### config.mk
export PLATFORM = sky130hd
export DESIGN_NAME = counting_semaphore_table
export DESIGN_NICKNAME = d
export VERILOG_FILES = /design/src/design/csem_pkg.sv /design/src/design/counting_semaphore_table.sv
export SDC_FILE = /design/constraint.sdc
export NUM_CORES = 1
export LEC_CHECK = 0
export ABC_CLOCK_PERIOD_IN_PS = 5500
export CORE_ASPECT_RATIO = 0.5
export CORE_MARGIN = 4
export CORE_UTILIZATION = 50
export CTS_CLUSTER_DIAMETER = 30
export CTS_CLUSTER_SIZE = 40
export DETAILED_ROUTE_END_ITERATION = 6
export DONT_BUFFER_PORTS = 1
export PLACE_DENSITY = 0.69
export SLEW_MARGIN = 10
export SYNTH_ARGS = -nofsm -noshare
export SYNTH_HDL_FRONTEND = slang
export SYNTH_SLANG_ARGS = --single-unit
export TNS_END_PERCENT = 50
### constraint.sdc
create_clock -name clk -period 5.5 [get_ports clk]
set_input_delay 0.825 -clock clk [delete_from_list [all_inputs] [get_ports clk]]
set_output_delay 0.825 -clock clk [all_outputs]
set_load 0.02 [all_outputs]
### src/design/csem_pkg.sv
// ---------------------------------------------------------------------------
// Counting semaphore table package
// Operation codes and field widths shared by the semaphore table design.
// ---------------------------------------------------------------------------
package csem_pkg;

	typedef enum logic [1:0] {
		OP_CREATE = 2'd0,
		OP_FREE   = 2'd1,
		OP_WAIT   = 2'd2,
		OP_SIGNAL = 2'd3
	} mode_t;

	localparam int INDEX_BITS = 4;
	localparam int DATA_BITS  = 16;

	localparam int S_TDATA_BITS = 24;
	localparam int S_TUSER_BITS = 2;
	localparam int M_TDATA_BITS = 24;
	localparam int M_TUSER_BITS = 1;

	localparam logic STATUS_DONE    = 1'b0;
	localparam logic STATUS_NO_FREE = 1'b1;

endpackage

### src/design/counting_semaphore_table.sv
// A request moves from the input register to the result register, which drives m_tvalid.
// Throughput: one request per cycle while m_tready is high; the input register and the
// result register each hold one request; the flop table is read and updated between them.
// Reset: arst_n clears both pipeline valids and the whole table at once, so every entry
// is free with a zero count; no clearing pass is needed.
// ---------------------------------------------------------------------------
// Counting semaphore table
// Flop-based table of counting semaphores with create, free, wait and signal.
// ---------------------------------------------------------------------------
module counting_semaphore_table #(
	parameter int NUM_SEMAPHORES = 16,
	parameter int COUNT_BITS     = 16
) (
	input  logic                                  clk,
	input  logic                                  arst_n,
	input  logic                                  s_tvalid,
	output logic                                  s_tready,
	// [3:0] sem_index, [19:4] initial_count, [23:20] zero
	input  logic [csem_pkg::S_TDATA_BITS-1:0]     s_tdata,
	// [1:0] mode
	input  logic [csem_pkg::S_TUSER_BITS-1:0]     s_tuser,
	output logic                                  m_tvalid,
	input  logic                                  m_tready,
	// [3:0] granted_index, [4] must_block, [5] wake_waiters, [21:6] count_after,
	// [23:22] zero
	output logic [csem_pkg::M_TDATA_BITS-1:0]     m_tdata,
	// [0] status
	output logic [csem_pkg::M_TUSER_BITS-1:0]     m_tuser
);

	localparam int IW = (NUM_SEMAPHORES > 1) ? $clog2(NUM_SEMAPHORES) : 1;
	localparam logic signed [32:0] CMAX_W = (33'sd1 <<< (COUNT_BITS - 1)) - 33'sd1;
	localparam logic signed [32:0] CMIN_W = -CMAX_W - 33'sd1;
	localparam logic signed [COUNT_BITS-1:0] CMAX = CMAX_W[COUNT_BITS-1:0];
	localparam logic signed [COUNT_BITS-1:0] CMIN = CMIN_W[COUNT_BITS-1:0];
	localparam logic signed [COUNT_BITS-1:0] CNT_ONE = COUNT_BITS'(1);

	logic                                    v_s1;
	csem_pkg::mode_t                         mode_s1;
	logic [csem_pkg::INDEX_BITS-1:0]         idx_s1;
	logic signed [csem_pkg::DATA_BITS-1:0]   init_s1;

	logic                                    alloc_q [NUM_SEMAPHORES];
	logic signed [COUNT_BITS-1:0]            count_q [NUM_SEMAPHORES];

	logic                                    m_valid_q;
	logic                                    status_q;
	logic [csem_pkg::INDEX_BITS-1:0]         granted_q;
	logic                                    block_q;
	logic                                    wake_q;
	logic [csem_pkg::DATA_BITS-1:0]          after_q;

	logic                                    adv;
	logic                                    found;
	logic [IW-1:0]                           free_idx;
	logic [8:0]                              free_ext;
	logic [8:0]                              idx_ext;
	logic                                    in_range;
	logic [IW-1:0]                           sel;
	logic signed [COUNT_BITS-1:0]            cur;
	logic signed [32:0]                      init_w;
	logic signed [COUNT_BITS-1:0]            init_sat;
	logic                                    wr_en;
	logic [IW-1:0]                           wr_idx;
	logic                                    wr_alloc;
	logic signed [COUNT_BITS-1:0]            wr_count;
	logic                                    n_status;
	logic [csem_pkg::INDEX_BITS-1:0]         n_granted;
	logic                                    n_block;
	logic                                    n_wake;
	logic signed [COUNT_BITS-1:0]            n_after;
	logic signed [32:0]                      after_w;

	assign adv      = !m_valid_q || m_tready;
	assign s_tready = !v_s1 || adv;

	always_ff @(posedge clk or negedge arst_n) begin
		if (!arst_n) begin
			v_s1 <= 1'b0;
		end else if (s_tready) begin
			v_s1 <= s_tvalid;
		end
	end

	always_ff @(posedge clk) begin
		if (s_tready && s_tvalid) begin
			mode_s1 <= csem_pkg::mode_t'(s_tuser[1:0]);
			idx_s1  <= s_tdata[3:0];
			init_s1 <= s_tdata[19:4];
		end
	end

	always_comb begin
		found    = 1'b0;
		free_idx = '0;
		for (int i = NUM_SEMAPHORES - 1; i >= 0; i--) begin
			if (!alloc_q[i]) begin
				found    = 1'b1;
				free_idx = IW'(i);
			end
		end
	end

	assign free_ext = {{(9 - IW){1'b0}}, free_idx};
	assign idx_ext  = {5'd0, idx_s1};
	assign in_range = idx_ext < 9'(NUM_SEMAPHORES);
	assign sel      = idx_ext[IW-1:0];
	assign cur      = in_range ? count_q[sel] : '0;

	assign init_w = 33'(init_s1);

	always_comb begin
		priority if (init_w > CMAX_W) begin
			init_sat = CMAX;
		end else if (init_w < CMIN_W) begin
			init_sat = CMIN;
		end else begin
			init_sat = init_w[COUNT_BITS-1:0];
		end
	end

	always_comb begin
		wr_en     = 1'b0;
		wr_idx    = sel;
		wr_alloc  = in_range ? alloc_q[sel] : 1'b0;
		wr_count  = cur;
		n_status  = csem_pkg::STATUS_DONE;
		n_granted = '0;
		n_block   = 1'b0;
		n_wake    = 1'b0;
		n_after   = '0;
		unique case (mode_s1)
			csem_pkg::OP_CREATE: begin
				if (found) begin
					wr_en     = 1'b1;
					wr_idx    = free_idx;
					wr_alloc  = 1'b1;
					wr_count  = init_sat;
					n_granted = free_ext[3:0];
					n_after   = init_sat;
				end else begin
					n_status = csem_pkg::STATUS_NO_FREE;
				end
			end
			csem_pkg::OP_FREE: begin
				if (in_range) begin
					wr_en   = 1'b1;
					n_after = cur;
					if (cur > 0) begin
						wr_alloc = 1'b0;
					end
				end
			end
			csem_pkg::OP_WAIT: begin
				if (in_range) begin
					wr_en    = 1'b1;
					wr_count = (cur != CMIN) ? cur - CNT_ONE : cur;
					n_block  = wr_count < 0;
					n_after  = wr_count;
				end
			end
			csem_pkg::OP_SIGNAL: begin
				if (in_range) begin
					wr_en    = 1'b1;
					wr_count = (cur != CMAX) ? cur + CNT_ONE : cur;
					n_wake   = wr_count <= 0;
					n_after  = wr_count;
				end
			end
			default: begin
				wr_en = 1'b0;
			end
		endcase
	end

	assign after_w = 33'(n_after);

	always_ff @(posedge clk or negedge arst_n) begin
		if (!arst_n) begin
			for (int i = 0; i < NUM_SEMAPHORES; i++) begin
				alloc_q[i] <= 1'b0;
				count_q[i] <= '0;
			end
		end else if (v_s1 && adv && wr_en) begin
			alloc_q[wr_idx] <= wr_alloc;
			count_q[wr_idx] <= wr_count;
		end
	end

	always_ff @(posedge clk or negedge arst_n) begin
		if (!arst_n) begin
			m_valid_q <= 1'b0;
		end else if (adv) begin
			m_valid_q <= v_s1;
		end
	end

	always_ff @(posedge clk) begin
		if (adv && v_s1) begin
			status_q  <= n_status;
			granted_q <= n_granted;
			block_q   <= n_block;
			wake_q    <= n_wake;
			after_q   <= after_w[csem_pkg::DATA_BITS-1:0];
		end
	end

	assign m_tvalid = m_valid_q;
	assign m_tdata  = {2'b00, after_q, wake_q, block_q, granted_q};
	assign m_tuser  = status_q;

`ifndef ASSERT_OFF
	a_fail_zero: assert property (@(posedge clk) disable iff (!arst_n)
		m_valid_q && status_q |-> granted_q == '0 && after_q == '0 && !block_q && !wake_q)
		else $error("failed create carries nonzero result fields");

	a_flags_excl: assert property (@(posedge clk) disable iff (!arst_n)
		m_valid_q |-> !(block_q && wake_q))
		else $error("must_block and wake_waiters both set");

	a_create_alloc: assert property (@(posedge clk) disable iff (!arst_n)
		v_s1 && adv && mode_s1 == csem_pkg::OP_CREATE && found |=> alloc_q[$past(free_idx)])
		else $error("created entry not marked allocated");

	a_no_free: assert property (@(posedge clk) disable iff (!arst_n)
		v_s1 && adv && mode_s1 == csem_pkg::OP_CREATE && !found |=> status_q)
		else $error("full table did not report failure");
`endif

endmodule

; ---- Yosys cells after proc, flatten, opt, wreduce, memory -nomap -nowiden
; Index checks and enable logic that the tools add are counted.
[totals]
ff_bits = 319
latchBits = 0
ram_bits = 0
rom_bits = 0
inputBits = 30
output_inout_bits = 27
elab_cells = 142
mem_count = 0
[classes]
n_addsub = 2
multipliers = 0
n_div = 0
n_lt_le_gt_ge = 9
n_eq_ne = 5
shift = 0
muxes = 69
bitwise_logic = 2
reduce_logical = 13
[ops]
columns = cell, count
row1 = $bwmux 256, 1
row2 = $mux 16, 15
row3 = $mux 4, 18
row4 = $bmux 16 s4, 1
row5 = $demux 16 s4, 1
row6 = $pmux 16 s4, 1
row7 = $pmux 16 s3, 1
row8 = $ne 16x16->1 const B, 2
row9 = $mux 1, 26
row10 = $add 16x2->16 const B, 1
row11 = $bwmux 16, 1
row12 = $gt 16x1->1 const B, 1
row13 = $gt 16x16->1 const B, 1
row14 = $le 16x1->1 const B, 1
row15 = $lt 16x1->1 const B, 1
row16 = $lt 16x16->1 const B, 1
row17 = $sub 16x2->16 const B, 1
row18 = $ge 5x5->1 const B, 2
row19 = $not 4->5, 2
row20 = $reduce_and 2->1, 3
row21 = $lt 4x5->1 const B, 1
row22 = $lt 5x1->1 const B, 1
row23 = $bmux 1 s4, 1
row24 = $demux 1 s4, 1
row25 = 8 further kinds, 15

; ---- Longest topological paths before layout
; Gate-level depths: netlist of run 1.
[logic_depth]
ltp_word = 24
mapped_depth = 19
ltp_nobuf = 11

; ---- Worst setup path after synthesis of run 1
; Ideal clock, no wire load.
[synth_timing]
kind = register to register
startpoint = reg idx_s1[0] (netlist name)
endpoint = reg after_q[9] (netlist name) (data pin)
setup_time_ps = 251
arrival_ps = 3645
t_required_ps = 5249
path_slack_ps = 1604
path_stages_with_launch = 19
path_buffers = 7
period_less_slack_ps = 3896
path_cell_list = edfxtp_1 buf_6 buf_12 buf_6 mux4_2 nand3_1 and4_1 buf_2 inv_1 buf_2 ha_1 nand3_1 or2_2 buf_2 o211ai_1 mux2i_1 a311oi_4 buf_6 inv_2
[synth_between]
elab_chain_cells = 9
word_cells_on_any_way = 16
cone_classes = add/sub (2) / order compare (1) / eq/ne (2) / mux (10) / bitwise (1)
[synth_rtl]
columns = element, line
row1 = start: declaration, counting_semaphore_table.sv:40  ; logic [csem_pkg::INDEX_BITS-1:0] idx_s1;
row2 = start signal: assignment, counting_semaphore_table.sv:88  ; idx_s1 <= s_tdata[3:0];
row3 = $not 4->5 (not written as such), counting_semaphore_table.sv:108  ; assign cur = in_range ? count_q[sel] : '0;
row4 = $bmux 16 s4, counting_semaphore_table.sv:108
row5 = $mux 16 (not written as such) (2 in series), counting_semaphore_table.sv:108
row6 = $mux 16, counting_semaphore_table.sv:108
row7 = $add 16x2->16 (tied with other cells), counting_semaphore_table.sv:165  ; wr_count = (cur != CMAX) ? cur + CNT_ONE : cur;
row8 = $mux 16 (on tied branches), "counting_semaphore_table.sv:165, counting_semaphore_table.sv:157"
row9 = $mux 16 (on tied branches), "counting_semaphore_table.sv:163, counting_semaphore_table.sv:155"
row10 = $pmux 16 s4 *, counting_semaphore_table.sv:132  ; unique case (mode_s1)
row11 = named net n_after[9], counting_semaphore_table.sv:71  ; logic signed [COUNT_BITS-1:0] n_after;
row12 = end signal: assignment, counting_semaphore_table.sv:204  ; after_q <= after_w[csem_pkg::DATA_BITS-1:0];
row13 = end: declaration, counting_semaphore_table.sv:51  ; logic [csem_pkg::DATA_BITS-1:0] after_q;
; The timed path passes the listed nets; every way through them passes the cells marked *. The select of a mux whose other input is x is not followed.
; A chain may end at the register's enable or synchronous reset.

; ---- Final worst setup path of run 1
[layout_timing]
startpoint = reg idx_s1[0] (netlist name)
endpoint = reg count_q[56] (netlist name)
[layout_between]
elab_chain_cells = 10
word_cells_on_any_way = 28
cone_classes = add/sub (2) / order compare (3) / eq/ne (2) / mux (17) / bitwise (2) / reduce/logical (2)
[layout_rtl]
columns = element, line
row1 = $not 4->5 (not written as such), counting_semaphore_table.sv:108
row2 = $bmux 16 s4, counting_semaphore_table.sv:108
row3 = $mux 16 (not written as such) (2 in series), counting_semaphore_table.sv:108
row4 = $mux 16, counting_semaphore_table.sv:108
row5 = $add 16x2->16 (tied with other cells), counting_semaphore_table.sv:165
row6 = $mux 16 (on tied branches), "counting_semaphore_table.sv:165, counting_semaphore_table.sv:157"
row7 = $mux 16 (on tied branches), "counting_semaphore_table.sv:163, counting_semaphore_table.sv:155"
row8 = $pmux 16 s3, counting_semaphore_table.sv:132
row9 = $bwmux 256, counting_semaphore_table.sv:186  ; count_q[wr_idx] <= wr_count;
row10 = end signal: indexed assignment, counting_semaphore_table.sv:186
row11 = end: declaration, counting_semaphore_table.sv:44  ; logic signed [COUNT_BITS-1:0] count_q [NUM_SEMAPHORES];
; Parallel ways exist; a longest one is shown, timed or not. The select of a mux whose other input is x is not followed.

==> results of run 1 <==
==> worst max-delay path, cell delays in order (launching register included) <==
cell      delay (ns)
edfxtp_1        1.08
buf_12          0.30
mux4_2          0.54
mux4_2          0.65
inv_2           0.20
nand3_1         0.16
nor4_4          0.47
nor2_1          0.13
o21ai_1         0.18
and4_1          0.75
a21oi_1         0.16
==> cells in the mapped netlist (5+ instances only) <==
master	n	area [um2]
xnor2_1	6	52.6
edfxtp_1	45	1350
nand4_1	17	106
and4_1	12	105
buf_4	14	105
nor2_1	144	541
nand2_1	82	308
o211ai_1	11	82.6
a21oi_1	285	1430
nand3_1	31	155
or2_2	5	31.3
clkbuf_1	74	278
inv_1	14	52.6
a22oi_1	5	37.5
buf_6	8	90.1
buf_2	27	135
nor4_1	10	62.6
a21o_1	7	52.6
mux2_4	5	75.1
nor2b_1	8	50.1
and2_1	6	37.5
a211o_1	5	43.8
mux4_2	69	1550
nor3_1	11	55.1
mux2i_1	14	140
mux2_2	69	777
a31oi_1	38	238
dfrtp_1	274	6860
o21ai_0	23	115
a21oi_2	10	87.6
and3_1	6	37.5
==> repair_timing <==
| item | in CTS | in global routing |
|---|---|---|
| hold endpoints to repair | 274 | 112 |
| setup buffers | 0 | 0 |
| endpoints found under the setup margin | 0 | 0 |
==> power groups by stage <==
stage                     combinational, mW  sequential [mW]  clock [mW]
after floorplan                        2.26             3.77           0
after global placement                 2.87             3.90           0
after detailed placement               2.97             3.96           0
after CTS                              3.00             3.94        3.04
after global routing                   3.39             4.06        3.15
final                                  3.10             3.95        3.02
==> flip-flops by register name (all words and copies together) (netlist names) <==
name and cells:
m_tvalid 1, count_q 256, idx_s1 4, block_q 1, alloc_q 16, m_tuser 1, granted_q 4, init_s1 16
wake_q 1, after_q 16, v_s1 1, mode_s1 2
==> path summary, 6_finish.rpt <==
path                       cells after the start      endpoint         from
max in group asynchronous                      1   count_q[46]       arst_n
min in group clk                               0     idx_s1[2]   s_tdata[2]
max reg2reg                                   10   count_q[56]    idx_s1[0]
min reg2reg                                    1   count_q[23]  count_q[23]
min                                            1  count_q[105]       arst_n
max                                           10   count_q[56]    idx_s1[0]
==> per-stage QoR <==
step | cells | util
final | 1900 | 0.578
after global routing | 1900 | 0.578
after CTS | 1898 | 0.576
after detailed placement | 1816 | 0.526
after global placement | 1816 | 0.526
after floorplan | 1437 | -
==> layout make-up <==
| cell class | count | area, um2 | area share |
|---|---|---|---|
| Clock buffer | 47 | 1130 | 0.0619 |
| Clock inverter | 35 | 455 | 0.0249 |
| Inverter | 17 | 63.8 | 0.00349 |
| Multi-Input combinational cell | 971 | 7180 | 0.392 |
| Sequential cell | 319 | 8210 | 0.448 |
| Tap cell | 432 | 541 | 0.0295 |
| Timing Repair Buffer | 79 | 721 | 0.0394 |
==> logic make-up after synthesis <==
logic type | count (synthesis)
AOI/OAI and AO/OA | 449
and+or+nand+nor | 354
DFF | 319
muxes | 158
buffers and inverters | 147
xor gates and xnor gates | 6
adders and majority gates | 2
other | 1
==> layout by cell type, fill, tap and decap left out, types with 6 or more instances in the layout <==
master / instances
a21oi_1: 277
dfrtp_1: 274
nor2_1: 138
nand2_1: 82
buf_4: 70
mux4_2: 69
mux2_2: 69
edfxtp_1: 45
clkbuf_16: 45
a31oi_1: 38
nand3_1: 31
o21ai_0: 23
nand4_1: 17
inv_1: 14
mux2i_1: 14
a21oi_2: 13
and4_1: 12
o211ai_1: 11
nor4_1: 10
nor3_1: 8
clkinv_4: 8
a21o_1: 7
buf_12: 7
nor2b_1: 6
and2_1: 6
and3_1: 6
xnor2_1: 6
nor2_2: 6
==> metal layers <==
metal	vias up	wire [um]	part of all wire
met5	-	0	0
met4	0	1330	0.027
met3	111	5900	0.12
met2	706	21800	0.45
met1	6318	19400	0.40
li1	5344	-	-
==> results.toml, run 1 <==
[placed_design]
place_congestion = 0.893
portBuffers = 0
dpl_cell_area_mm2 = 0.0167
hpwlAfterDp_um = 31300
pre_cts_ws_ns = 0.786

[synthesis]
ys_async_sr_fraction = 0.859
yosysUniqueCellTypes = 88
syn_area_per_cell_um2 = 11.2
ys_warn_count = 0
synth-compound-area-share = 0.171
synth_edf_count = 45
yosysSeqAreaShare = 0.512
synthesis.area_mm2 = 0.0160
synth-main-ff-cell = "dfrtp_1"
synth-simple-area-share = 0.106
synthAdderAreaFrac = 0.00156
muxShareOfSynthArea = 0.160
synthXorXnorAreaFrac = 0.00328
syn_inst = 1436
ys_ff_latch = 319
synth_top_family_by_area = "compound AO/OA/AOI/OAI gates"

[cts]
path_clk_slew_ns = 0.07
clock_latency_ns = 0.57
cts_tree = "done"
clockRootBuffer = "clkbuf_16"
numCtsBuffers = 44
cts.sinks = 319
cts_resized = 0
cts_buffer_depth = 3
htreeDepth = 2

[setup_path]
cp_data_required_time_ns = 5.89
cp-end-kind = "flip-flop"
startpoint_type = "flip-flop"
r2r_slack_ns = 0.64
crit_arrival_ns = 5.25
worstSetupPathType = "reg -> reg"
crit_fanout = 20

[global_routing]
busiest_layer = "met2"
grt_pass1_wl_um = 74900
antenna_found_initial = 1
met2_usage = 0.426
gr-usage-met3 = 0.0826
grt_pass1_vias = 12500
grt.met1_usage = 0.387
grt_start_max_net_pins = 275
grt_overflow_total = 0
grt_usage = 0.278

[cells_and_area]
drive_above_1_share = 0.249
n_fill_cell = 2516
insertedDiodeCount = 0
synthToLayoutAreaGrowth_pct = 14.2
num-nets-final = 1464
final_design_area_no_fill_mm2 = 0.0183

[floorplanning]
die_y_um = 135
die_w_um = 261
coreArea_mm2 = 0.0317
start_util = 0.506
design.die.area_mm2 = 0.0352
rows = 46
ioPinCount = 57

[power]
power_frac_seq = 0.392
switchingPower_mw = 3.56
pwr-share-clk = 0.300
ir_drop_uv = 250
power_density_mw_per_mm2 = 550
combinationalPowerShare = 0.308
intPower_mw = 6.50
total_power_mw = 10.1
switching_share = 0.354
leakagePower_nw = 7.45

[timing]
fin_hold_ws_ns = 0.182
final-setup-viol-count = 0
fmax_ghz = 0.206
worst_pin_slew_ns = 1.23
fin_crit_sh = 0.884
finalCriticalPeriod_ns = 4.86
setup_tns_ns = 0
timing.final.ws_setup_ns = 0.637
finalMaxSlewViolations = 0
rsz0062_at_grt = "false"
slew-limit-headroom = 0.180
finalHoldViolations = 0
final.setup_skew_ns = 0.0236

[route]
vias_per_cell = 6.57
firstDrtPassIters = 5
wire_per_inst_um = 25.5
drc = 0
ant_nets = 0
drt_iter0_markers = 1503
wl_um = 48400
vias = 12500

[status]
outcome = "completed"

[min_path]
hold_class = "in -> async"

[flow_run]
max-cap-violations = 0
Note: power is estimated with default switching activity, not from simulation.
==> inputs of run 2 (changes only) <==
--- a/config.mk
+++ b/config.mk
@@ -14,6 +14,7 @@
 export DETAILED_ROUTE_END_ITERATION = 6
 export DONT_BUFFER_PORTS = 1
 export PLACE_DENSITY = 0.69
+export RECOVER_POWER = 50
 export SLEW_MARGIN = 10
 export SYNTH_ARGS = -nofsm -noshare
 export SYNTH_HDL_FRONTEND = slang
==> results.toml, run 2 (same netlist as run 1, synthesis figures left out) <==
[status]
outcome = "finished, violations left"
violations = "max-capacitance violations, max-slew violations"

[cts]
clockRootBuffer = "clkbuf_16"
clock_latency_ns = 0.56
numCtsBuffers = 44
postCtsSetupBuffers = 0
cts_tree = "done"
cts_resized = 0
cts.sinks = 319
cts_buffer_depth = 3
path_clk_slew_ns = 0.07
htreeDepth = 2

[timing]
worst_pin_slew_ns = 4.13
setup_tns_ns = 0
rsz0062_at_grt = "false"
finalHoldViolations = 0
finalMaxSlewViolations = 276
final-setup-viol-count = 0
fin_hold_ws_ns = 0.352
finalCriticalPeriod_ns = 4.85
final.setup_skew_ns = 0.0178
fin_crit_sh = 0.882
slew-limit-headroom = -1.76
fmax_ghz = 0.206

[setup_path]
crit_slowest_cell = "edfxtp_1"
worstSetupPathType = "reg -> reg"
cp_data_required_time_ns = 5.90
crit_fanout = 20
r2r_slack_ns = 0.65
cp-end-kind = "flip-flop"
slowest_delay_ns = 1.09
r2r_end = "count_q[248]"
startpoint_type = "flip-flop"
crit_arrival_ns = 5.25
crit_path_frequent_cell = "mux4_2"
crit-reg2reg-launch = "idx_s1[0]"
crit_path_cell_trace = "buf_12 > mux4_2 > mux4_2 > inv_2 > nand3_1 > nor4_4 > nor2_1 > o21ai_1 > and4_1 > a21oi_1"
rr_worst_depth = 10

[route]
wire_per_inst_um = 25.5
vias = 12500
firstDrtPassIters = 5
wl_um = 48500
vias_per_cell = 6.57
drt_iter0_markers = 1564
drc = 0
ant_nets = 0

[placed_design]
portBuffers = 0
dpl_cell_area_mm2 = 0.0167
place_congestion = 0.893
hpwlAfterDp_um = 31300
dp_cells = 1816

[cells_and_area]
num-nets-final = 1464
final_cell_mix = "a21oi_1, dfrtp_1, nor2_1"
synthToLayoutAreaGrowth_pct = 13.9
insertedDiodeCount = 0
largest_register_ffs = 256
instances_no_fill = 1900
drive_above_1_share = 0.248
regMostFlops = "count_q"
final_common_cell = "a21oi_1"
final_design_area_no_fill_mm2 = 0.0183

[floorplanning]
coreArea_mm2 = 0.0317
start_util = 0.506
die_w_um = 261
die_y_um = 135
rows = 46
design.die.area_mm2 = 0.0352
ioPinCount = 57

[min_path]
hold_depth = 0
hold_end = "idx_s1[2]"
worstHoldStart = "s_tdata[2]"
hold_class = "in -> reg"

[power]
leakagePower_nw = 7.44
total_power_mw = 10.1
ir_drop_uv = 250
power_density_mw_per_mm2 = 552

[global_routing]
grt_pass1_wl_um = 74900
antenna_found_initial = 1
grt_pass1_vias = 12500
grt_usage = 0.278
grt_overflow_total = 0
grt_start_max_net_pins = 275

[flow_run]
max-cap-violations = 2
run 2: changes by cell type in the layout (fill, tap and decap cells not counted):
cell      previous run  this run
buf_16               2         0
clkbuf_2             0         2
nor3_1               8         9
nor3_2               3         2
run 2: power breakdown:
| group | internal, mW | switching, mW |
|---|---|---|
| combinational | 1.34 | 1.76 |
| clock | 1.80 | 1.22 |
| sequential | 3.36 | 0.591 |
| total | 6.50 | 3.57 |
run 2: through the flow:
| step | util | setup slack, ns |
|---|---|---|
| after global placement | 0.526 | 0.804 |
| final | 0.577 | 0.651 |
| after floorplan | - | 1.60 |
| after detailed placement | 0.526 | 0.786 |
| after global routing | 0.577 | 0.364 |
| after CTS | 0.576 | 0.767 |
run 2: worst max-delay path, delay by kind of cell (launching register included):
kind	cells	cell delay (ns)
AO/OA/AOI/OAI	2	0.36
buffers and inverters	2	0.49
flip-flops	1	1.09
AND/OR/NAND/NOR	4	1.49
multiplexers	2	1.19
run 2: cell type report:
class                   instances  area, um2
fillers                      2523      13400
flip-flops and latches        319       8210
multi-input cells             971       7180
clock buffers                  47       1130
repair buffers                 79        676
well taps                     432        541
clock inverters                35        455
inverters                      17       63.8
run 2: per-layer routing:
metal / track usage / part of all wire / routed length (um) / vias to the layer above
li1: - / - / - / 5346
met1: 0.387 / 0.40 / 19500 / 6322
met2: 0.426 / 0.45 / 21800 / 689
met3: 0.0826 / 0.12 / 5740 / 119
met4: 0.0882 / 0.029 / 1430 / 0
met5: 0 / 0 / 0 / -
run 2: worst max-delay path by stage:
stage | from | to | slack [ns] | cells after the start
global placement | idx_s1[0] | count_q[56] | 0.80 | 10
global route | idx_s1[0] | count_q[99] | 0.36 | 12
finish | idx_s1[0] | count_q[248] | 0.65 | 10
CTS | idx_s1[0] | count_q[56] | 0.77 | 10
floorplan | idx_s1[0] | after_q[9] | 1.60 | 18
detailed placement | idx_s1[0] | count_q[56] | 0.79 | 10
==> inputs of run 3 (changes only) <==
--- a/config.mk
+++ b/config.mk
@@ -13,7 +13,7 @@
 export CTS_CLUSTER_SIZE = 40
 export DETAILED_ROUTE_END_ITERATION = 6
 export DONT_BUFFER_PORTS = 1
-export PLACE_DENSITY = 0.69
+export PLACE_DENSITY = 0.76
 export RECOVER_POWER = 50
 export SLEW_MARGIN = 10
 export SYNTH_ARGS = -nofsm -noshare
==> results.toml, run 3 (same netlist as run 1, synthesis figures left out) <==
[timing]
final-setup-viol-count = 0
setup_tns_ns = 0
slew-limit-headroom = 0.193
rsz0062_at_grt = "false"
finalCriticalPeriod_ns = 4.79
fin_crit_sh = 0.871
finalMaxSlewViolations = 0
final.setup_skew_ns = 0.0337
finalHoldViolations = 61
worst_pin_slew_ns = 1.21
timing.final.ws_setup_ns = 0.707
fin_hold_ws_ns = -0.0392
fmax_ghz = 0.209

[cts]
cts.sinks = 319
clock_latency_ns = 0.58
path_clk_slew_ns = 0.06
cts_buffer_depth = 3
htreeDepth = 2
postCtsSetupBuffers = 0
numCtsBuffers = 44
clockRootBuffer = "clkbuf_16"
cts_tree = "done"
cts_resized = 0

[floorplanning]
coreArea_mm2 = 0.0317
ioPinCount = 57
die_w_um = 261
start_util = 0.506
die_y_um = 135
design.die.area_mm2 = 0.0352
rows = 46

[cells_and_area]
largest_register_ffs = 256
drive_above_1_share = 0.236
synthToLayoutAreaGrowth_pct = 12.1
regMostFlops = "count_q"
final_common_cell = "a21oi_1"
final_cell_mix = "a21oi_1, dfrtp_1, nor2_1"
num-nets-final = 1448

[global_routing]
grt_overflow_total = 0
grt_pass1_wl_um = 74300
grt_pass1_vias = 12800
antenna_found_initial = 0
grt_usage = 0.273
grt_start_max_net_pins = 275

[power]
combinationalPowerShare = 0.304
total_power_mw = 9.83
ir_drop_uv = 232
pwr-share-clk = 0.293
switching_share = 0.359
intPower_mw = 6.30
leakagePower_nw = 7.32
power_density_mw_per_mm2 = 547
power_frac_seq = 0.403
switchingPower_mw = 3.53

[status]
outcome = "finished, violations left"
violations = "negative hold slack"

[setup_path]
startpoint_type = "flip-flop"
crit_arrival_ns = 5.18
cp-end-kind = "flip-flop"
cp_data_required_time_ns = 5.89
worstSetupPathType = "reg -> reg"
crit_fanout = 20

[flow_run]
max-cap-violations = 0

[placed_design]
pre_cts_ws_ns = 0.809
place_congestion = 0.908
portBuffers = 0
hpwlAfterDp_um = 30300

[route]
wl_um = 47900
drc = 0
ant_nets = 0
wire_per_inst_um = 25.4
firstDrtPassIters = 6
drt_iter0_markers = 1614
vias_per_cell = 6.68
vias = 12600

[min_path]
hold_class = "in -> async"
[run 3: worst max-delay path: stages (launching register included)]
cell      delay [ns]
edfxtp_1        0.79
buf_4           0.43
mux4_2          0.30
nand3_1         0.08
and4_1          0.34
inv_2           0.21
ha_1            0.29
nand3_1         0.14
or2_2           0.40
o41ai_1         0.67
o2111a_1        0.77
a21oi_1         0.16
[run 3: metal layers]
metal	vias up	GRT usage	wire length, um
met5	-	0	0
met4	0	0.101	1660
met3	144	0.0611	5430
met2	805	0.427	22000
met1	6318	0.380	18800
li1	5332	-	-
[run 3: area by class of cell]
class / count / area, um2
clock inverter: 34 / 384
clock buffer: 48 / 1130
antenna: 1 / 2.50
timing repair buffer: 63 / 510
sequential: 319 / 8210
tap: 432 / 541
fill: 2494 / 13700
inverter: 17 / 63.8
multi-input combinational: 971 / 7140
[run 3: stage by stage]
stage	cells	utilization	hold slack [ns]	area (um2)
finish	1885	0.568	-0.0392	18000
global route	1884	0.568	-0.0513	18000
CTS	1884	0.568	-0.0596	18000
detailed placement	1802	0.520	0.492	16500
global placement	1802	0.520	0.471	16500
floorplan	1437	-	0.457	16000
[run 3: power by group through the flow]
stage | Clock, mW | Combinational (mW) | Sequential [mW]
2_1_floorplan | 0 | 2.26 | 3.77
3_3_place_gp | 0 | 2.77 | 3.88
3_5_place_dp | 0 | 2.89 | 3.97
4_1_cts | 2.89 | 2.94 | 3.95
5_1_grt | 3.01 | 3.23 | 4.07
6_report | 2.88 | 2.99 | 3.96
[run 3: final timing paths]
path	slack [ns]	to	cells past startpoint	startpoint
max	0.71	count_q[202]	11	idx_s1[2]
min	-0.04	count_q[137]	0	arst_n
max reg2reg	0.71	count_q[202]	11	idx_s1[2]
min reg2reg	0.50	count_q[60]	1	count_q[60]
max in group asynchronous	5.00	count_q[48]	0	arst_n
min in group clk	0.36	idx_s1[3]	0	s_tdata[3]
